`config.mk`:
```
export PLATFORM = sky130hd
export DESIGN_NAME = dac_channel_writer
export DESIGN_NICKNAME = d
export VERILOG_FILES = /design/src/rtl/dcw_pkg.sv /design/src/rtl/dcw_front.sv /design/src/rtl/dcw_fifo.sv /design/src/rtl/dcw_m2c.sv /design/src/rtl/dcw_back.sv /design/src/rtl/dac_channel_writer.sv
export SDC_FILE = /design/constraint.sdc
export NUM_CORES = 2
export LEC_CHECK = 0
export BUFFER_PORTS_ARGS = -buffer_cell sky130_fd_sc_hd__buf_4
export CORE_UTILIZATION = 42
export DETAILED_ROUTE_END_ITERATION = 8
export GPL_TIMING_DRIVEN = 0
export PLACE_DENSITY = 0.7
export SLEW_MARGIN = 30
export SYNTH_ARGS = -nofsm -noshare
export SYNTH_HDL_FRONTEND = slang
export SYNTH_SLANG_ARGS = --single-unit
export TNS_END_PERCENT = 10
```
`constraint.sdc`:
```
create_clock -name clk_i -period 12.15 [get_ports clk_i]
set_clock_uncertainty 0.2 [all_clocks]
set_input_delay 2.43 -clock clk_i [delete_from_list [all_inputs] [get_ports clk_i]]
set_output_delay 2.43 -clock clk_i [all_outputs]
set_load 0.01 [all_outputs]
```
`src/rtl/dcw_pkg.sv`:
```
package dcw_pkg;

  // opcodes of an input item
  localparam logic OP_WRITE = 1'b0;
  localparam logic OP_READ  = 1'b1;

  // configuration register indexes
  localparam logic [1:0] REG_NULL_OFS = 2'd0;
  localparam logic [1:0] REG_LVDT_OFS = 2'd1;
  localparam logic [1:0] REG_AXIS_ONE = 2'd2;
  localparam logic [1:0] REG_AXIS_TWO = 2'd3;

  localparam int MID_CODE    = 8192;
  localparam int MID_SHIFT   = 13;
  localparam int MV_FULL     = 10000;
  localparam int CODE_PER_V  = 819;
  localparam int MV_PER_V    = 1000;
  localparam logic [14:0] UPDATE_BIT = 15'h4000;

  // millivolt values and code sums, sized for the widest allowed code
  localparam int MV_W  = 18;
  localparam int SUM_W = 19;
  localparam int Q_W   = 18;

  // reciprocal of 1000 for the mv to counts conversion
  localparam int RECIP_SHIFT = 37;
  localparam logic [27:0] RECIP = 28'((64'd1 << RECIP_SHIFT) / MV_PER_V);

  localparam int FIFO_DEPTH = 2;

  typedef struct packed {
    logic               op;
    logic               bad;
    logic               axis;
    logic [2:0]         slot;
    logic signed [15:0] value;
    logic               volt;
    logic               inc;
  } cmd_t;

  typedef struct packed {
    logic               spi_send;
    logic [14:0]        spi_word;
    logic [3:0]         slave_select;
    logic signed [14:0] read_value;
    logic               status;
  } res_t;

endpackage

```
`src/rtl/dcw_front.sv`:
```
module dcw_front #(
  parameter int NUM_CHANNELS = 4
) (
  input  logic               s_tvalid_i,
  output logic               s_tready_o,
  input  logic               op_i,
  input  logic [2:0]         channel_i,
  input  logic signed [15:0] value_i,
  input  logic               volt_i,
  input  logic               inc_i,
  input  logic [2:0]         axis_one_i,
  input  logic [2:0]         axis_two_i,
  input  logic               full_i,
  output logic               push_o,
  output dcw_pkg::cmd_t      cmd_o
);

  logic bad;

  // channel numbers count from one
  assign bad = (channel_i == 3'd0) || (32'(channel_i) > NUM_CHANNELS);

  assign s_tready_o = !full_i;
  assign push_o     = s_tvalid_i && !full_i;

  always_comb begin
    cmd_o       = '0;
    cmd_o.op    = op_i;
    cmd_o.bad   = bad;
    cmd_o.axis  = !bad && ((channel_i == axis_one_i) || (channel_i == axis_two_i));
    cmd_o.slot  = channel_i - 3'd1;
    cmd_o.value = value_i;
    cmd_o.volt  = volt_i;
    cmd_o.inc   = inc_i;
  end

endmodule

```
`src/rtl/dcw_fifo.sv`:
```
module dcw_fifo (
  input  logic          clk_i,
  input  logic          rst_ni,
  input  logic          push_i,
  input  dcw_pkg::cmd_t data_i,
  output logic          full_o,
  input  logic          pop_i,
  output logic          valid_o,
  output dcw_pkg::cmd_t data_o
);

  localparam int PTR_W = (dcw_pkg::FIFO_DEPTH > 1) ? $clog2(dcw_pkg::FIFO_DEPTH) : 1;
  localparam int CNT_W = $clog2(dcw_pkg::FIFO_DEPTH + 1);

  dcw_pkg::cmd_t mem_q [dcw_pkg::FIFO_DEPTH];
  logic [PTR_W-1:0] wptr_q, wptr_d, rptr_q, rptr_d;
  logic [CNT_W-1:0] cnt_q, cnt_d;
  logic do_push, do_pop;

  assign full_o  = (cnt_q == CNT_W'(dcw_pkg::FIFO_DEPTH));
  assign valid_o = (cnt_q != '0);
  assign data_o  = mem_q[rptr_q];
  assign do_push = push_i && !full_o;
  assign do_pop  = pop_i && valid_o;

  function automatic logic [PTR_W-1:0] next_ptr(input logic [PTR_W-1:0] p);
    logic [PTR_W-1:0] r;
    if (32'(p) == dcw_pkg::FIFO_DEPTH - 1) r = '0;
    else r = p + PTR_W'(1);
    return r;
  endfunction

  always_comb begin
    wptr_d = do_push ? next_ptr(wptr_q) : wptr_q;
    rptr_d = do_pop ? next_ptr(rptr_q) : rptr_q;
    cnt_d  = cnt_q;
    if (do_push && !do_pop) cnt_d = cnt_q + CNT_W'(1);
    else if (do_pop && !do_push) cnt_d = cnt_q - CNT_W'(1);
  end

  always_ff @(posedge clk_i or negedge rst_ni) begin
    if (!rst_ni) begin
      wptr_q <= '0;
      rptr_q <= '0;
      cnt_q  <= '0;
    end else begin
      wptr_q <= wptr_d;
      rptr_q <= rptr_d;
      cnt_q  <= cnt_d;
    end
  end

  always_ff @(posedge clk_i) begin
    if (do_push) begin
      mem_q[wptr_q] <= data_i;
    end
  end

endmodule

```
`src/rtl/dcw_m2c.sv`:
```
// millivolts to counts: 819 * mv / 1000, truncated toward zero
module dcw_m2c (
  input  logic                              clk_i,
  input  logic                              rst_ni,
  input  logic                              start_i,
  input  logic signed [dcw_pkg::MV_W-1:0]   mv_i,
  output logic                              done_o,
  output logic signed [dcw_pkg::Q_W-1:0]    q_o
);

  localparam logic [1:0] M_IDLE  = 2'd0;
  localparam logic [1:0] M_RECIP = 2'd1;
  localparam logic [1:0] M_BACK  = 2'd2;
  localparam logic [1:0] M_FIX   = 2'd3;

  logic [1:0]  st_q, st_d;
  logic        done_q, done_d;
  logic        neg_q, neg_d;
  logic [26:0] a_q, a_d;
  logic [54:0] p_q, p_d;
  logic [17:0] qe_q, qe_d;
  logic [27:0] m_q, m_d;
  logic signed [dcw_pkg::Q_W-1:0] q_q, q_d;
  logic [17:0] mag;
  logic [27:0] rem;
  logic [17:0] qfix;

  assign mag    = mv_i[dcw_pkg::MV_W-1] ? 18'(-mv_i) : 18'(mv_i);
  assign rem    = 28'(a_q) - m_q;
  // the reciprocal estimate is low by at most one
  assign qfix   = (rem >= 28'(dcw_pkg::MV_PER_V)) ? qe_q + 18'd1 : qe_q;
  assign done_o = done_q;
  assign q_o    = q_q;

  always_comb begin
    st_d   = st_q;
    done_d = 1'b0;
    neg_d  = neg_q;
    a_d    = a_q;
    p_d    = p_q;
    qe_d   = qe_q;
    m_d    = m_q;
    q_d    = q_q;
    case (st_q)
      M_IDLE: begin
        if (start_i) begin
          neg_d = mv_i[dcw_pkg::MV_W-1];
          a_d   = 27'(mag) * 27'(dcw_pkg::CODE_PER_V);
          st_d  = M_RECIP;
        end
      end
      M_RECIP: begin
        p_d  = 55'(a_q) * 55'(dcw_pkg::RECIP);
        st_d = M_BACK;
      end
      M_BACK: begin
        qe_d = p_q[54:dcw_pkg::RECIP_SHIFT];
        m_d  = 28'(p_q[54:dcw_pkg::RECIP_SHIFT]) * 28'(dcw_pkg::MV_PER_V);
        st_d = M_FIX;
      end
      M_FIX: begin
        q_d    = neg_q ? -$signed(qfix) : $signed(qfix);
        done_d = 1'b1;
        st_d   = M_IDLE;
      end
      default: st_d = M_IDLE;
    endcase
  end

  always_ff @(posedge clk_i or negedge rst_ni) begin
    if (!rst_ni) begin
      st_q   <= M_IDLE;
      done_q <= 1'b0;
    end else begin
      st_q   <= st_d;
      done_q <= done_d;
    end
  end

  always_ff @(posedge clk_i) begin
    neg_q <= neg_d;
    a_q   <= a_d;
    p_q   <= p_d;
    qe_q  <= qe_d;
    m_q   <= m_d;
    q_q   <= q_d;
  end

endmodule

```
`src/rtl/dcw_back.sv`:
```
module dcw_back #(
  parameter int NUM_CHANNELS = 4,
  parameter int DAC_MAX      = 16383
) (
  input  logic                clk_i,
  input  logic                rst_ni,
  input  logic                cmd_valid_i,
  input  dcw_pkg::cmd_t       cmd_i,
  output logic                pop_o,
  input  logic signed [14:0]  null_ofs_i,
  input  logic signed [14:0]  lvdt_ofs_i,
  output logic                out_valid_o,
  input  logic                out_ready_i,
  output dcw_pkg::res_t       res_o
);

  localparam int CODE_W = $clog2(DAC_MAX + 1);
  localparam int SLOT_W = (NUM_CHANNELS > 1) ? $clog2(NUM_CHANNELS) : 1;
  localparam logic signed [dcw_pkg::SUM_W-1:0] LIM = dcw_pkg::SUM_W'(DAC_MAX);

  localparam logic [2:0] ST_IDLE  = 3'd0;
  localparam logic [2:0] ST_MUL   = 3'd1;
  localparam logic [2:0] ST_DIV   = 3'd2;
  localparam logic [2:0] ST_CONV  = 3'd3;
  localparam logic [2:0] ST_CLAMP = 3'd4;
  localparam logic [2:0] ST_OFS1  = 3'd5;
  localparam logic [2:0] ST_OFS2  = 3'd6;

  logic [CODE_W-1:0] codes_q [NUM_CHANNELS];

  logic [2:0]          st_q, st_d;
  dcw_pkg::cmd_t       cmd_q, cmd_d;
  logic [CODE_W-1:0]   cur_q, cur_d;
  logic [CODE_W-1:0]   ccode_q, ccode_d;
  logic signed [31:0]  prod_q, prod_d;
  logic signed [dcw_pkg::SUM_W-1:0] acc_q, acc_d;
  logic signed [dcw_pkg::MV_W-1:0]  mvop_q, mvop_d;
  logic                start_q, start_d;
  logic                out_valid_q, out_valid_d;
  dcw_pkg::res_t       res_q, res_d;

  logic                wr_en;
  logic [CODE_W-1:0]   wr_code;
  logic                m2c_done;
  logic signed [dcw_pkg::Q_W-1:0] m2c_q;

  logic [15:0]         code_ext;
  logic [7:0]          sel_sh;
  logic signed [17:0]  cdiff;
  logic signed [31:0]  mv_full;
  logic signed [dcw_pkg::MV_W-1:0] mv_rd;
  logic [CODE_W-1:0]   fin_code;

  dcw_m2c u_m2c (
    .clk_i  (clk_i),
    .rst_ni (rst_ni),
    .start_i(start_q),
    .mv_i   (mvop_q),
    .done_o (m2c_done),
    .q_o    (m2c_q)
  );

  function automatic logic [CODE_W-1:0] clamp_code(
    input logic signed [dcw_pkg::SUM_W-1:0] v
  );
    logic [CODE_W-1:0] r;
    if (v < 0) r = '0;
    else if (v > LIM) r = CODE_W'(DAC_MAX);
    else r = v[CODE_W-1:0];
    return r;
  endfunction

  assign sel_sh  = 8'd1 << cmd_q.slot;
  assign cdiff   = $signed(18'(cur_q)) - 18'sd8192;
  // divide by 8192 rounding toward zero
  assign mv_full = (prod_q + ((prod_q < 0) ? 32'sd8191 : 32'sd0)) >>> dcw_pkg::MID_SHIFT;
  assign mv_rd   = mv_full[dcw_pkg::MV_W-1:0];

  always_comb begin
    if (st_q == ST_OFS2) fin_code = clamp_code(acc_q + dcw_pkg::SUM_W'(m2c_q));
    else fin_code = clamp_code(acc_q);
  end
  assign code_ext = 16'(fin_code);

  assign out_valid_o = out_valid_q;
  assign res_o       = res_q;

  always_comb begin
    st_d        = st_q;
    cmd_d       = cmd_q;
    cur_d       = cur_q;
    ccode_d     = ccode_q;
    prod_d      = prod_q;
    acc_d       = acc_q;
    mvop_d      = mvop_q;
    start_d     = 1'b0;
    out_valid_d = out_valid_q && !out_ready_i;
    res_d       = res_q;
    pop_o       = 1'b0;
    wr_en       = 1'b0;
    wr_code     = fin_code;
    case (st_q)
      ST_IDLE: begin
        if (cmd_valid_i && (!out_valid_q || out_ready_i)) begin
          pop_o = 1'b1;
          cmd_d = cmd_i;
          cur_d = cmd_i.bad ? '0 : codes_q[cmd_i.slot[SLOT_W-1:0]];
          if (cmd_i.bad) begin
            res_d        = '0;
            res_d.status = 1'b1;
            out_valid_d  = 1'b1;
          end else if (cmd_i.op == dcw_pkg::OP_READ && !cmd_i.volt) begin
            res_d            = '0;
            res_d.read_value = $signed(15'(cur_d));
            out_valid_d      = 1'b1;
          end else if (cmd_i.volt && (cmd_i.op == dcw_pkg::OP_READ || cmd_i.inc)) begin
            st_d = ST_MUL;
          end else if (cmd_i.volt) begin
            mvop_d  = dcw_pkg::MV_W'(cmd_i.value);
            start_d = 1'b1;
            st_d    = ST_CONV;
          end else begin
            acc_d = dcw_pkg::SUM_W'(cmd_i.value)
                  + (cmd_i.inc ? $signed(dcw_pkg::SUM_W'(cur_d)) : '0);
            st_d  = ST_CLAMP;
          end
        end
      end
      ST_MUL: begin
        prod_d = 32'(cdiff) * 32'sd10000;
        st_d   = ST_DIV;
      end
      ST_DIV: begin
        if (cmd_q.op == dcw_pkg::OP_READ) begin
          res_d            = '0;
          res_d.read_value = mv_rd[14:0];
          out_valid_d      = 1'b1;
          st_d             = ST_IDLE;
        end else begin
          mvop_d  = dcw_pkg::MV_W'(cmd_q.value) + mv_rd;
          start_d = 1'b1;
          st_d    = ST_CONV;
        end
      end
      ST_CONV: begin
        if (m2c_done) begin
          acc_d = dcw_pkg::SUM_W'(dcw_pkg::MID_CODE) + dcw_pkg::SUM_W'(m2c_q);
          st_d  = ST_CLAMP;
        end
      end
      ST_CLAMP: begin
        wr_en   = 1'b1;
        ccode_d = fin_code;
        if (cmd_q.axis) begin
          mvop_d  = dcw_pkg::MV_W'(null_ofs_i);
          start_d = 1'b1;
          st_d    = ST_OFS1;
        end else begin
          res_d              = '0;
          res_d.spi_send     = 1'b1;
          res_d.spi_word     = code_ext[14:0] | dcw_pkg::UPDATE_BIT;
          res_d.slave_select = sel_sh[3:0];
          out_valid_d        = 1'b1;
          st_d               = ST_IDLE;
        end
      end
      ST_OFS1: begin
        if (m2c_done) begin
          acc_d   = $signed(dcw_pkg::SUM_W'(ccode_q)) + dcw_pkg::SUM_W'(m2c_q);
          mvop_d  = dcw_pkg::MV_W'(lvdt_ofs_i);
          start_d = 1'b1;
          st_d    = ST_OFS2;
        end
      end
      ST_OFS2: begin
        if (m2c_done) begin
          res_d              = '0;
          res_d.spi_send     = 1'b1;
          res_d.spi_word     = code_ext[14:0] | dcw_pkg::UPDATE_BIT;
          res_d.slave_select = sel_sh[3:0];
          out_valid_d        = 1'b1;
          st_d               = ST_IDLE;
        end
      end
      default: st_d = ST_IDLE;
    endcase
  end

  always_ff @(posedge clk_i or negedge rst_ni) begin
    if (!rst_ni) begin
      st_q        <= ST_IDLE;
      start_q     <= 1'b0;
      out_valid_q <= 1'b0;
      for (int i = 0; i < NUM_CHANNELS; i++) begin
        codes_q[i] <= '0;
      end
    end else begin
      st_q        <= st_d;
      start_q     <= start_d;
      out_valid_q <= out_valid_d;
      if (wr_en) begin
        codes_q[cmd_q.slot[SLOT_W-1:0]] <= wr_code;
      end
    end
  end

  always_ff @(posedge clk_i) begin
    cmd_q   <= cmd_d;
    cur_q   <= cur_d;
    ccode_q <= ccode_d;
    prod_q  <= prod_d;
    acc_q   <= acc_d;
    mvop_q  <= mvop_d;
    res_q   <= res_d;
  end

endmodule

```
`src/rtl/dac_channel_writer.sv`:
```
// Four-channel DAC front end. Each input beat is a write or a read-back of one
// channel and gives exactly one result beat, in order. Beats enter a two-entry
// command queue, so the input side takes up to two beats while the executing
// side works or a finished result waits on the output register. The executing
// side handles one command at a time: a bad channel or raw read-back is
// answered from idle, a raw write is clamped, a millivolt read-back goes
// through a multiply and a divide, a millivolt write through a conversion
// (after both if incremental); an axis channel adds two offset conversions.
// The shared mv-to-count unit runs four steps through a reciprocal multiply.
module dac_channel_writer #(
  parameter int NUM_CHANNELS = 4,
  parameter int DAC_MAX      = 16383
) (
  input  logic        clk_i,
  input  logic        rst_ni,
  // apb configuration
  input  logic        psel,
  input  logic        penable,
  input  logic        pwrite,
  input  logic [3:0]  paddr,
  input  logic [31:0] pwdata,
  output logic [31:0] prdata,
  output logic        pready,
  // input stream
  input  logic        s_axis_tvalid,
  output logic        s_axis_tready,
  input  logic [23:0] s_axis_tdata,  // channel[2:0], value[18:3], zero
  input  logic [2:0]  s_axis_tuser,  // operation, value_is_voltage, incremental
  // result stream
  output logic        m_axis_tvalid,
  input  logic        m_axis_tready,
  output logic [39:0] m_axis_tdata,  // spi_word[14:0], slave_select[18:15],
                                     // read_value[33:19], zero
  output logic [1:0]  m_axis_tuser   // spi_send, status
);

  logic signed [14:0] null_q, lvdt_q;
  logic [2:0]         axis_one_q, axis_two_q;
  logic               cfg_wr;

  logic               push, full, pop, cmd_valid;
  dcw_pkg::cmd_t      cmd_in, cmd_out;
  dcw_pkg::res_t      res;

  assign pready = 1'b1;
  assign cfg_wr = psel && penable && pwrite;

  always_ff @(posedge clk_i or negedge rst_ni) begin
    if (!rst_ni) begin
      null_q     <= '0;
      lvdt_q     <= '0;
      axis_one_q <= 3'd1;
      axis_two_q <= 3'd2;
    end else if (cfg_wr) begin
      case (paddr[3:2])
        dcw_pkg::REG_NULL_OFS: null_q     <= $signed(pwdata[14:0]);
        dcw_pkg::REG_LVDT_OFS: lvdt_q     <= $signed(pwdata[14:0]);
        dcw_pkg::REG_AXIS_ONE: axis_one_q <= pwdata[2:0];
        dcw_pkg::REG_AXIS_TWO: axis_two_q <= pwdata[2:0];
        default: ;
      endcase
    end
  end

  always_comb begin
    case (paddr[3:2])
      dcw_pkg::REG_NULL_OFS: prdata = 32'(null_q);
      dcw_pkg::REG_LVDT_OFS: prdata = 32'(lvdt_q);
      dcw_pkg::REG_AXIS_ONE: prdata = 32'(axis_one_q);
      dcw_pkg::REG_AXIS_TWO: prdata = 32'(axis_two_q);
      default:               prdata = '0;
    endcase
  end

  dcw_front #(
    .NUM_CHANNELS(NUM_CHANNELS)
  ) u_front (
    .s_tvalid_i(s_axis_tvalid),
    .s_tready_o(s_axis_tready),
    .op_i      (s_axis_tuser[0]),
    .channel_i (s_axis_tdata[2:0]),
    .value_i   ($signed(s_axis_tdata[18:3])),
    .volt_i    (s_axis_tuser[1]),
    .inc_i     (s_axis_tuser[2]),
    .axis_one_i(axis_one_q),
    .axis_two_i(axis_two_q),
    .full_i    (full),
    .push_o    (push),
    .cmd_o     (cmd_in)
  );

  dcw_fifo u_fifo (
    .clk_i  (clk_i),
    .rst_ni (rst_ni),
    .push_i (push),
    .data_i (cmd_in),
    .full_o (full),
    .pop_i  (pop),
    .valid_o(cmd_valid),
    .data_o (cmd_out)
  );

  dcw_back #(
    .NUM_CHANNELS(NUM_CHANNELS),
    .DAC_MAX     (DAC_MAX)
  ) u_back (
    .clk_i      (clk_i),
    .rst_ni     (rst_ni),
    .cmd_valid_i(cmd_valid),
    .cmd_i      (cmd_out),
    .pop_o      (pop),
    .null_ofs_i (null_q),
    .lvdt_ofs_i (lvdt_q),
    .out_valid_o(m_axis_tvalid),
    .out_ready_i(m_axis_tready),
    .res_o      (res)
  );

  assign m_axis_tdata = {6'd0, res.read_value, res.slave_select, res.spi_word};
  assign m_axis_tuser = {res.status, res.spi_send};

  // a rejected channel never reaches the dac
  a_bad_no_send: assert property (@(posedge clk_i) disable iff (!rst_ni)
    m_axis_tvalid && res.status |-> !res.spi_send && res.slave_select == 4'd0)
    else $error("bad channel result carries a dac word");

  // every dac word carries the update bit
  a_update_bit: assert property (@(posedge clk_i) disable iff (!rst_ni)
    m_axis_tvalid && res.spi_send |-> res.spi_word[14])
    else $error("dac word without update bit");

  // a write never returns read-back data
  a_write_no_read: assert property (@(posedge clk_i) disable iff (!rst_ni)
    m_axis_tvalid && res.spi_send |-> res.read_value == 15'sd0 && !res.status)
    else $error("write result carries read-back data");

  // the command queue is never pushed while full
  a_no_overflow: assert property (@(posedge clk_i) disable iff (!rst_ni)
    full |-> !push)
    else $error("command queue overflow");

endmodule

```
After elaboration in Yosys (flattened, before gate mapping)
Memories as Yosys holds them, arrays and structs flattened.
Index checks and enable logic that the tools add are counted.
{ "classes": {"addsub": 16, "multipliers": 4, "order_cmp": 10, "n_eq_ne": 30, "shifts": 1, "muxes": 81, "bitwise_logic": 2, "n_reduce_logical": 43} }
{ "op_table": {"columns": ["operator", "count"], "rows": [
  ["$mux W36", 6],
  ["$mux W18", 11],
  ["$pmux W36 S4", 1],
  ["$mux W14", 10],
  ["$mux W19", 7],
  ["$pmux W32 S4", 1],
  ["$pmux W18 S4", 1],
  ["$pmux W19 S3", 1],
  ["$bwmux W56", 1],
  ["$mul A27 B28 Y55 const B", 1],
  ["$gt A19 B15 Y1 const B", 2],
  ["$lt A19 B1 Y1 const B", 2],
  ["$neg A18 Y18", 2],
  ["$lt A32 B1 Y1 const B", 1],
  ["$add A31 B31 Y31", 1],
  ["$bmux W14 S2", 1],
  ["$demux W14 S2", 1],
  ["$ge A28 B10 Y1 const B", 1],
  ["$sub A27 B28 Y28", 1],
  ["$mul A18 B10 Y27 const B", 1],
  ["$mux W3", 9],
  ["$mul A15 B11 Y26 const B", 1],
  ["$mul A18 B7 Y25 const B", 1],
  ["$mux W1", 22],
  ["other kinds (42)", 101]
]} }
{ "word_totals": {"regBits": 398, "ramBits": 48, "in_bits": 70, "elab_cells": 224, "n_memories": 1} }
{ "memory_table": {"columns": ["name", "depth", "width", "read_ports", "rd_clocked_by_memory_dff", "wr", "line_no", "text"], "rows": [
  ["u_fifo.mem_q", 2, 24, 1, 0, 1, "dcw_fifo.sv:15", "dcw_pkg::cmd_t mem_q [dcw_pkg::FIFO_DEPTH];"]
]} }

Logic depth before layout (Yosys ltp)
An unclocked memory read counts as a cell.
{ "depth": {"depth_word": 14, "depth_mapped": 27, "mapped_depth_nobuf": 27} }

Hierarchy
A second synthesis with hierarchy kept.
{ "hier_totals": {"hier_cells": 4020, "area_unflattened_um2": 41992.8} }
{ "modules_own_cells": {"columns": ["mod", "n_inst", "cells_each", "area_per_inst_um2", "seq_area_each_um2"], "rows": [
  ["dcw_m2c", 1, 2305, 23014.6, 3228.1],
  ["dcw_back", 1, 1443, 14808.0, 5940.7],
  ["dcw_fifo", 1, 94, 2034.5, 1541.5],
  ["dac_channel_writer", 1, 139, 1860.5, 903.4],
  ["dcw_front", 1, 39, 275.3, 0.0]
]} }

Worst setup path after synthesis
No wires, ideal clock.
{ "synth_timing": {"path_kind": "in2reg", "startpoint": "input m_axis_tready", "endpoint": "register u_back.res_q (netlist bit u_back.res_o[0]) (enable)", "setup_ps": 616, "arrival_time_ps": 8306, "t_required_ps": 11334, "setup_slack_ps": 3028, "path_stages": 4, "path_buffers": 0, "cell_sequence": "inv_1 > a21oi_1 > a211oi_1 > a2111oi_0"} }
{ "synth_via": {"elab_chain_len": 4} }
{ "synth_lines": {"columns": ["item", "line_no", "text"], "rows": [
  ["start: declaration", "dac_channel_writer.sv:31", "input logic m_axis_tready,"],
  ["$logic_or A1 B1 Y1", "dcw_back.sv:104", "if (cmd_valid_i && (!out_valid_q || out_ready_i)) begin"],
  ["$logic_and A1 B1 Y1", "dcw_back.sv:104", null],
  ["$ne A2 B1 Y1 (no line)", null, null],
  ["$reduce_and A6 Y1 (no line)", null, null],
  ["end signal: assignment", "dcw_back.sv:214", "res_q <= res_d;"],
  ["end: declaration", "dcw_back.sv:40", "dcw_pkg::res_t res_q, res_d;"]
]} }
No other way between the ends.
A chain may end at the register's enable or synchronous reset.

Worst setup path after layout
{ "layout_timing": {"startpoint": "register u_back.u_m2c.a_q[19]", "endpoint": "register u_back.u_m2c.p_q[54], data pin"} }
{ "layout_via": {"elab_chain_len": 1} }
{ "layout_lines": {"columns": ["item", "line_no", "text"], "rows": [
  ["start: declaration", "dcw_m2c.sv:19", "logic [26:0] a_q, a_d;"],
  ["start signal: assignment", "dcw_m2c.sv:82", "a_q <= a_d;"],
  ["$mul A27 B28 Y55", "dcw_m2c.sv:53", "p_d = 55'(a_q) * 55'(dcw_pkg::RECIP);"],
  ["end signal: assignment", "dcw_m2c.sv:83", "p_q <= p_d;"],
  ["end: declaration", "dcw_m2c.sv:20", "logic [54:0] p_q, p_d;"]
]} }
No other way between the ends.

==> impl_results.html <==
<table>
<tr><th>Metric</th><th>Value</th></tr>
<tr><th colspan="2">STA</th></tr>
<tr><td>Max Freq</td><td>about 0.11 GHz</td></tr>
<tr><td>Max Transition Viols Final</td><td>0</td></tr>
<tr><td>Crit share post-route</td><td>73.49%</td></tr>
<tr><td>Number of endpoints with negative hold slack in the final report</td><td>0</td></tr>
<tr><td>Final critical path time including I/O delays and setup</td><td>approximately 8900 ps</td></tr>
<tr><td>Fin worst setup slack</td><td>3221 ps</td></tr>
<tr><td>Tightest Pin Transition</td><td>990.2 ps</td></tr>
<tr><td>Max-slew headroom at the worst pin</td><td>33.13%</td></tr>
<tr><td>Total of endpoints with negative setup slack in the final report</td><td>0</td></tr>
<tr><td>Setup repair after global routing missed its margin</td><td>no</td></tr>
<tr><th colspan="2">GRT</th></tr>
<tr><td>Wire length of the first global-routing pass</td><td>158800 um</td></tr>
<tr><td>Maximum number of pins on one net before global-route repair</td><td>105</td></tr>
<tr><td>Total routing resource utilization after global routing</td><td>20.43%</td></tr>
<tr><td>Number of antenna violations at the first check in global routing</td><td>4</td></tr>
<tr><td>Grt met1 use</td><td>28.26%</td></tr>
<tr><td>GRT Residual Overflow</td><td>0</td></tr>
<tr><td>Number of global-route vias before repair</td><td>29300</td></tr>
<tr><td>Met2 Resource Use GR</td><td>33.21%</td></tr>
<tr><td>GRT Max-Usage Layer</td><td>met2</td></tr>
<tr><td>Met3 usage in global routing</td><td>3.013%</td></tr>
<tr><th colspan="2">Yosys</th></tr>
<tr><td>Cell Area, Synth</td><td>41110 sq um</td></tr>
<tr><td>Number of distinct standard cells referenced by the synthesized netlist</td><td>~110</td></tr>
<tr><td>Instance count of the mapped netlist</td><td>between 3000 and 4000</td></tr>
<tr><td>Average cell area after synthesis</td><td>10.56 sq um</td></tr>
<tr><td>Share of flip-flops with an asynchronous set or reset</td><td>roughly a quarter</td></tr>
<tr><td>Yosys warning total</td><td>0</td></tr>
<tr><td>Count of flip-flops with a built-in enable after synthesis</td><td>300</td></tr>
<tr><td>Area share of the largest cell type after synthesis</td><td>21.91%</td></tr>
<tr><td>Predominant post-synthesis flop cell</td><td>sky130_fd_sc_hd__edfxtp_1</td></tr>
<tr><td>Library cell with the largest summed area after synthesis</td><td>sky130_fd_sc_hd__edfxtp_1</td></tr>
<tr><td>Synthesized flop and latch total</td><td>404</td></tr>
<tr><td>Dominant cells by area after synthesis</td><td>sky130_fd_sc_hd__edfxtp_1 (22%), sky130_fd_sc_hd__fa_1 (19%), sky130_fd_sc_hd__ha_1 (18%), sky130_fd_sc_hd__inv_1 (6.6%), sky130_fd_sc_hd__dfrtp_1 (6.2%)</td></tr>
<tr><td>Share of synthesized area occupied by flip-flops and latches</td><td>around 28%</td></tr>
<tr><th colspan="2">Floorplanning</th></tr>
<tr><td>Initial Utilization</td><td>around 42%</td></tr>
<tr><td>Boundary pin count</td><td>between 100 and 150</td></tr>
<tr><td>Number of rows in the core area</td><td>114</td></tr>
<tr><td>Core Region</td><td>96850 sq um</td></tr>
<tr><td>Vert. Die Dim</td><td>314.9 um</td></tr>
<tr><td>Overall die area</td><td>between 90000 and 100000 sq um</td></tr>
<tr><td>Horizontal extent of the die</td><td>314.9 um</td></tr>
<tr><th colspan="2">CTS</th></tr>
<tr><td>Reg clk slew, reported paths</td><td>~60 ps</td></tr>
<tr><td>Post-cts gate resize count</td><td>0</td></tr>
<tr><td>Clock tree from TritonCTS</td><td>built</td></tr>
<tr><td>Root buf cell</td><td>sky130_fd_sc_hd__clkbuf_16</td></tr>
<tr><td>CTS max path bufs</td><td>3</td></tr>
<tr><td>Depth of the CTS H-tree</td><td>2</td></tr>
<tr><td>Cts hold-fix bufs</td><td>0</td></tr>
<tr><td>Setup repair bufs after CTS</td><td>0</td></tr>
<tr><td>Inserted Clock Buffers</td><td>46</td></tr>
<tr><td>Worst-Skew Late Latency</td><td>610 ps</td></tr>
<tr><td>Clk sinks</td><td>404</td></tr>
<tr><th colspan="2">Critical path</th></tr>
<tr><td>Ordered cell list for the critical path</td><td>inv_1 -&gt; ha_1 -&gt; fa_1 -&gt; inv_1 -&gt; fa_1 -&gt; fa_1 -&gt; fa_1 -&gt; fa_1 -&gt; inv_1 -&gt; fa_1 -&gt; inv_1 -&gt; ha_1 -&gt; a21o_1 -&gt; a21o_1 -&gt; a2111oi_0 -&gt; a211oi_1 -&gt; nor3_1 -&gt; o21ba_2 -&gt; a21oi_1 -&gt; o21ai_0 -&gt; or4_1 -&gt; a31oi_1 -&gt; o21bai_1</td></tr>
<tr><td>Data required time at the worst endpoint</td><td>12300 ps</td></tr>
<tr><td>Largest delay share family, worst path</td><td>adder cells</td></tr>
<tr><td>Cell with the largest stage delay on the worst path</td><td>sky130_fd_sc_hd__edfxtp_1</td></tr>
<tr><td>Number of buffer and inverter instances along the worst setup path</td><td>4</td></tr>
<tr><td>Top cell by count, worst path</td><td>sky130_fd_sc_hd__fa_1</td></tr>
<tr><td>Crit path kind</td><td>flip-flop to flip-flop</td></tr>
<tr><td>Startpoint kind of the worst setup timing path</td><td>flip-flop</td></tr>
<tr><td>Worst path max stage delay</td><td>890 ps</td></tr>
<tr><td>Crit path max fanout</td><td>10</td></tr>
<tr><td>Arr. time, crit path</td><td>9080 ps</td></tr>
<tr><td>Type of element capturing the critical path</td><td>flip-flop</td></tr>
<tr><th colspan="2">Drt</th></tr>
<tr><td>Number of vias after detailed routing</td><td>29150</td></tr>
<tr><td>Routed length per instance</td><td>18.69 um</td></tr>
<tr><td>DR vias/cell</td><td>around 5.4</td></tr>
<tr><td>First-pass iteration count of the detailed router</td><td>5</td></tr>
<tr><td>Antenna-violating nets left</td><td>0</td></tr>
<tr><td>Iteration-0 DRC count of the detailed router</td><td>about 2100</td></tr>
<tr><td>Total wirelength of the detailed-routed design</td><td>100800 um</td></tr>
<tr><td>Post-route DRC</td><td>0</td></tr>
<tr><th colspan="2">Cells and area</th></tr>
<tr><td>Synthesis-to-layout area growth</td><td>10.35%</td></tr>
<tr><td>Final Net Count</td><td>5136</td></tr>
<tr><td>Final cell count without fillers</td><td>between 5000 and 6000</td></tr>
<tr><td>Proportion of layout cells with a drive suffix above 1</td><td>9.104%</td></tr>
<tr><td>Most common library cell in the layout ignoring fill and taps</td><td>sky130_fd_sc_hd__inv_1</td></tr>
<tr><td>Finished Cell Area</td><td>45370 sq um</td></tr>
<tr><td>Number of antenna cells inserted</td><td>0</td></tr>
<tr><td>Most used cells in the layout excluding fill and tap cells</td><td>sky130_fd_sc_hd__inv_1 (724), sky130_fd_sc_hd__ha_1 (602), sky130_fd_sc_hd__fa_1 (381), sky130_fd_sc_hd__edfxtp_1 (300), sky130_fd_sc_hd__nand2_1 (185)</td></tr>
<tr><th colspan="2">Placed design</th></tr>
<tr><td>GPL Wtd Cong</td><td>0.9221</td></tr>
<tr><td>Dpl hpwl</td><td>81300 um</td></tr>
<tr><td>Post-Place Cells</td><td>about 5300</td></tr>
<tr><td>Count of buffers from port buffering</td><td>approximately 110</td></tr>
<tr><td>Worst slack at placement</td><td>approximately 3400 ps</td></tr>
<tr><td>Cell area after placement</td><td>43800 sq um</td></tr>
<tr><th colspan="2">Job</th></tr>
<tr><td>MaxCap Viol Count</td><td>0</td></tr>
<tr><th colspan="2">Outcome</th></tr>
<tr><td>Outcome</td><td>finished, final reports clean</td></tr>
<tr><th colspan="2">Worst hold path</th></tr>
<tr><td>Type of the worst min-delay path</td><td>flip-flop to flip-flop</td></tr>
</table>
per-layer routing:
metal | up-vias | share of wire [%]
met1 | 14420 | 44
met4 | 6 | 2.8
met5 | - | 0.032
met2 | 883 | 47
met3 | 169 | 6.5
li1 | 13670 | -
Yosys cell counts, types with 17 or more instances:
library cell and instances:
sky130_fd_sc_hd__a211oi_1 24, sky130_fd_sc_hd__a21o_1 50, sky130_fd_sc_hd__a21oi_1 149, sky130_fd_sc_hd__a22oi_1 19, sky130_fd_sc_hd__a31oi_1 17, sky130_fd_sc_hd__and2_1 28
sky130_fd_sc_hd__and3_1 24, sky130_fd_sc_hd__buf_4 26, sky130_fd_sc_hd__clkbuf_1 54, sky130_fd_sc_hd__dfrtp_1 102, sky130_fd_sc_hd__edfxtp_1 300, sky130_fd_sc_hd__fa_1 381
sky130_fd_sc_hd__ha_1 603, sky130_fd_sc_hd__inv_1 724, sky130_fd_sc_hd__mux2_2 53, sky130_fd_sc_hd__mux2i_1 52, sky130_fd_sc_hd__mux4_2 17, sky130_fd_sc_hd__nand2_1 185
sky130_fd_sc_hd__nand2b_1 22, sky130_fd_sc_hd__nand3_1 51, sky130_fd_sc_hd__nand4_1 28, sky130_fd_sc_hd__nor2_1 178, sky130_fd_sc_hd__nor2b_1 26, sky130_fd_sc_hd__nor3_1 66
sky130_fd_sc_hd__o211ai_1 17, sky130_fd_sc_hd__o21a_1 24, sky130_fd_sc_hd__o21ai_0 183, sky130_fd_sc_hd__o21bai_1 35, sky130_fd_sc_hd__o31ai_1 17, sky130_fd_sc_hd__xnor2_1 136
sky130_fd_sc_hd__xor2_1 56
per-stage QoR:
stage | setup TNS (ps) | hold WS (ps) | util [%]
3_5_place_dp | 0 | 245.9 | 45.23
5_1_grt | 0 | 273.2 | 46.84
6_report | 0 | 258.3 | 46.84
4_1_cts | 0 | 263.4 | 46.84
2_1_floorplan | 0 | 224.4 | -
3_3_place_gp | -35740 | 250.4 | 45.00
sequential cells by signal, indices dropped and copies added, names as in the netlist, 14 cells and up:
| register | cells |
|---|---|
| u_back.u_m2c.qe_q | 18 |
| u_back.cmd_q | 21 |
| u_fifo.mem_q | 48 |
| u_back.mvop_q | 18 |
| u_back.u_m2c.a_q | 27 |
| u_back.ccode_q | 14 |
| null_q | 15 |
| u_back.u_m2c.p_q | 18 |
| u_back.u_m2c.q_o | 18 |
| lvdt_q | 15 |
| u_back.acc_q | 19 |
| u_back.res_o | 35 |
| u_back.prod_q | 26 |
| u_back.cur_q | 14 |
| u_back.codes_q | 56 |
| u_back.u_m2c.m_q | 23 |
logic make-up after synthesis:
logic type,count (synthesis),synth area share [%]
AO/OA/AOI/OAI,666,10.67
buffers and inverters,819,7.815
XOR/XNOR,193,4.145
multiplexers,124,3.710
flip-flops,404,28.25
AND/OR/NAND/NOR,703,8.494
adder cells (fa/ha/maj),984,36.90
other,2,0.01827
path summary, 6_finish.rpt:
| kind | slack (ps) | startpoint | endpoint | depth (start not counted) |
|---|---|---|---|---|
| setup / recovery | 3220 | u_back.u_m2c.a_q[19] | u_back.u_m2c.p_q[54] | 23 |
| hold / removal | 260 | u_back.mvop_q[17] | u_back.u_m2c.neg_q | 0 |
| setup reg to reg | 3220 | u_back.u_m2c.a_q[19] | u_back.u_m2c.p_q[54] | 23 |
| hold reg to reg | 260 | u_back.mvop_q[17] | u_back.u_m2c.neg_q | 0 |
| max in group asynchronous | 9430 | rst_ni | u_back.out_valid_o | 1 |
| min in group asynchronous | 1750 | rst_ni | axis_two_q[0] | 1 |
layout make-up:
cell class,instances,area [sq um]
Tap cell,1276,1597
Clock inverter,31,377.9
Timing Repair Buffer,134,1007
Clock buffer,54,1181
Multi-Input combinational cell,2677,26380
Sequential cell,404,11610
Buffer,92,483.0
Inverter,727,2730
Fill cell,8770,51480
Power is left out: the tool's default activity adds up to more than one toggle a clock period on the data nets, which glitch-free logic cannot reach.
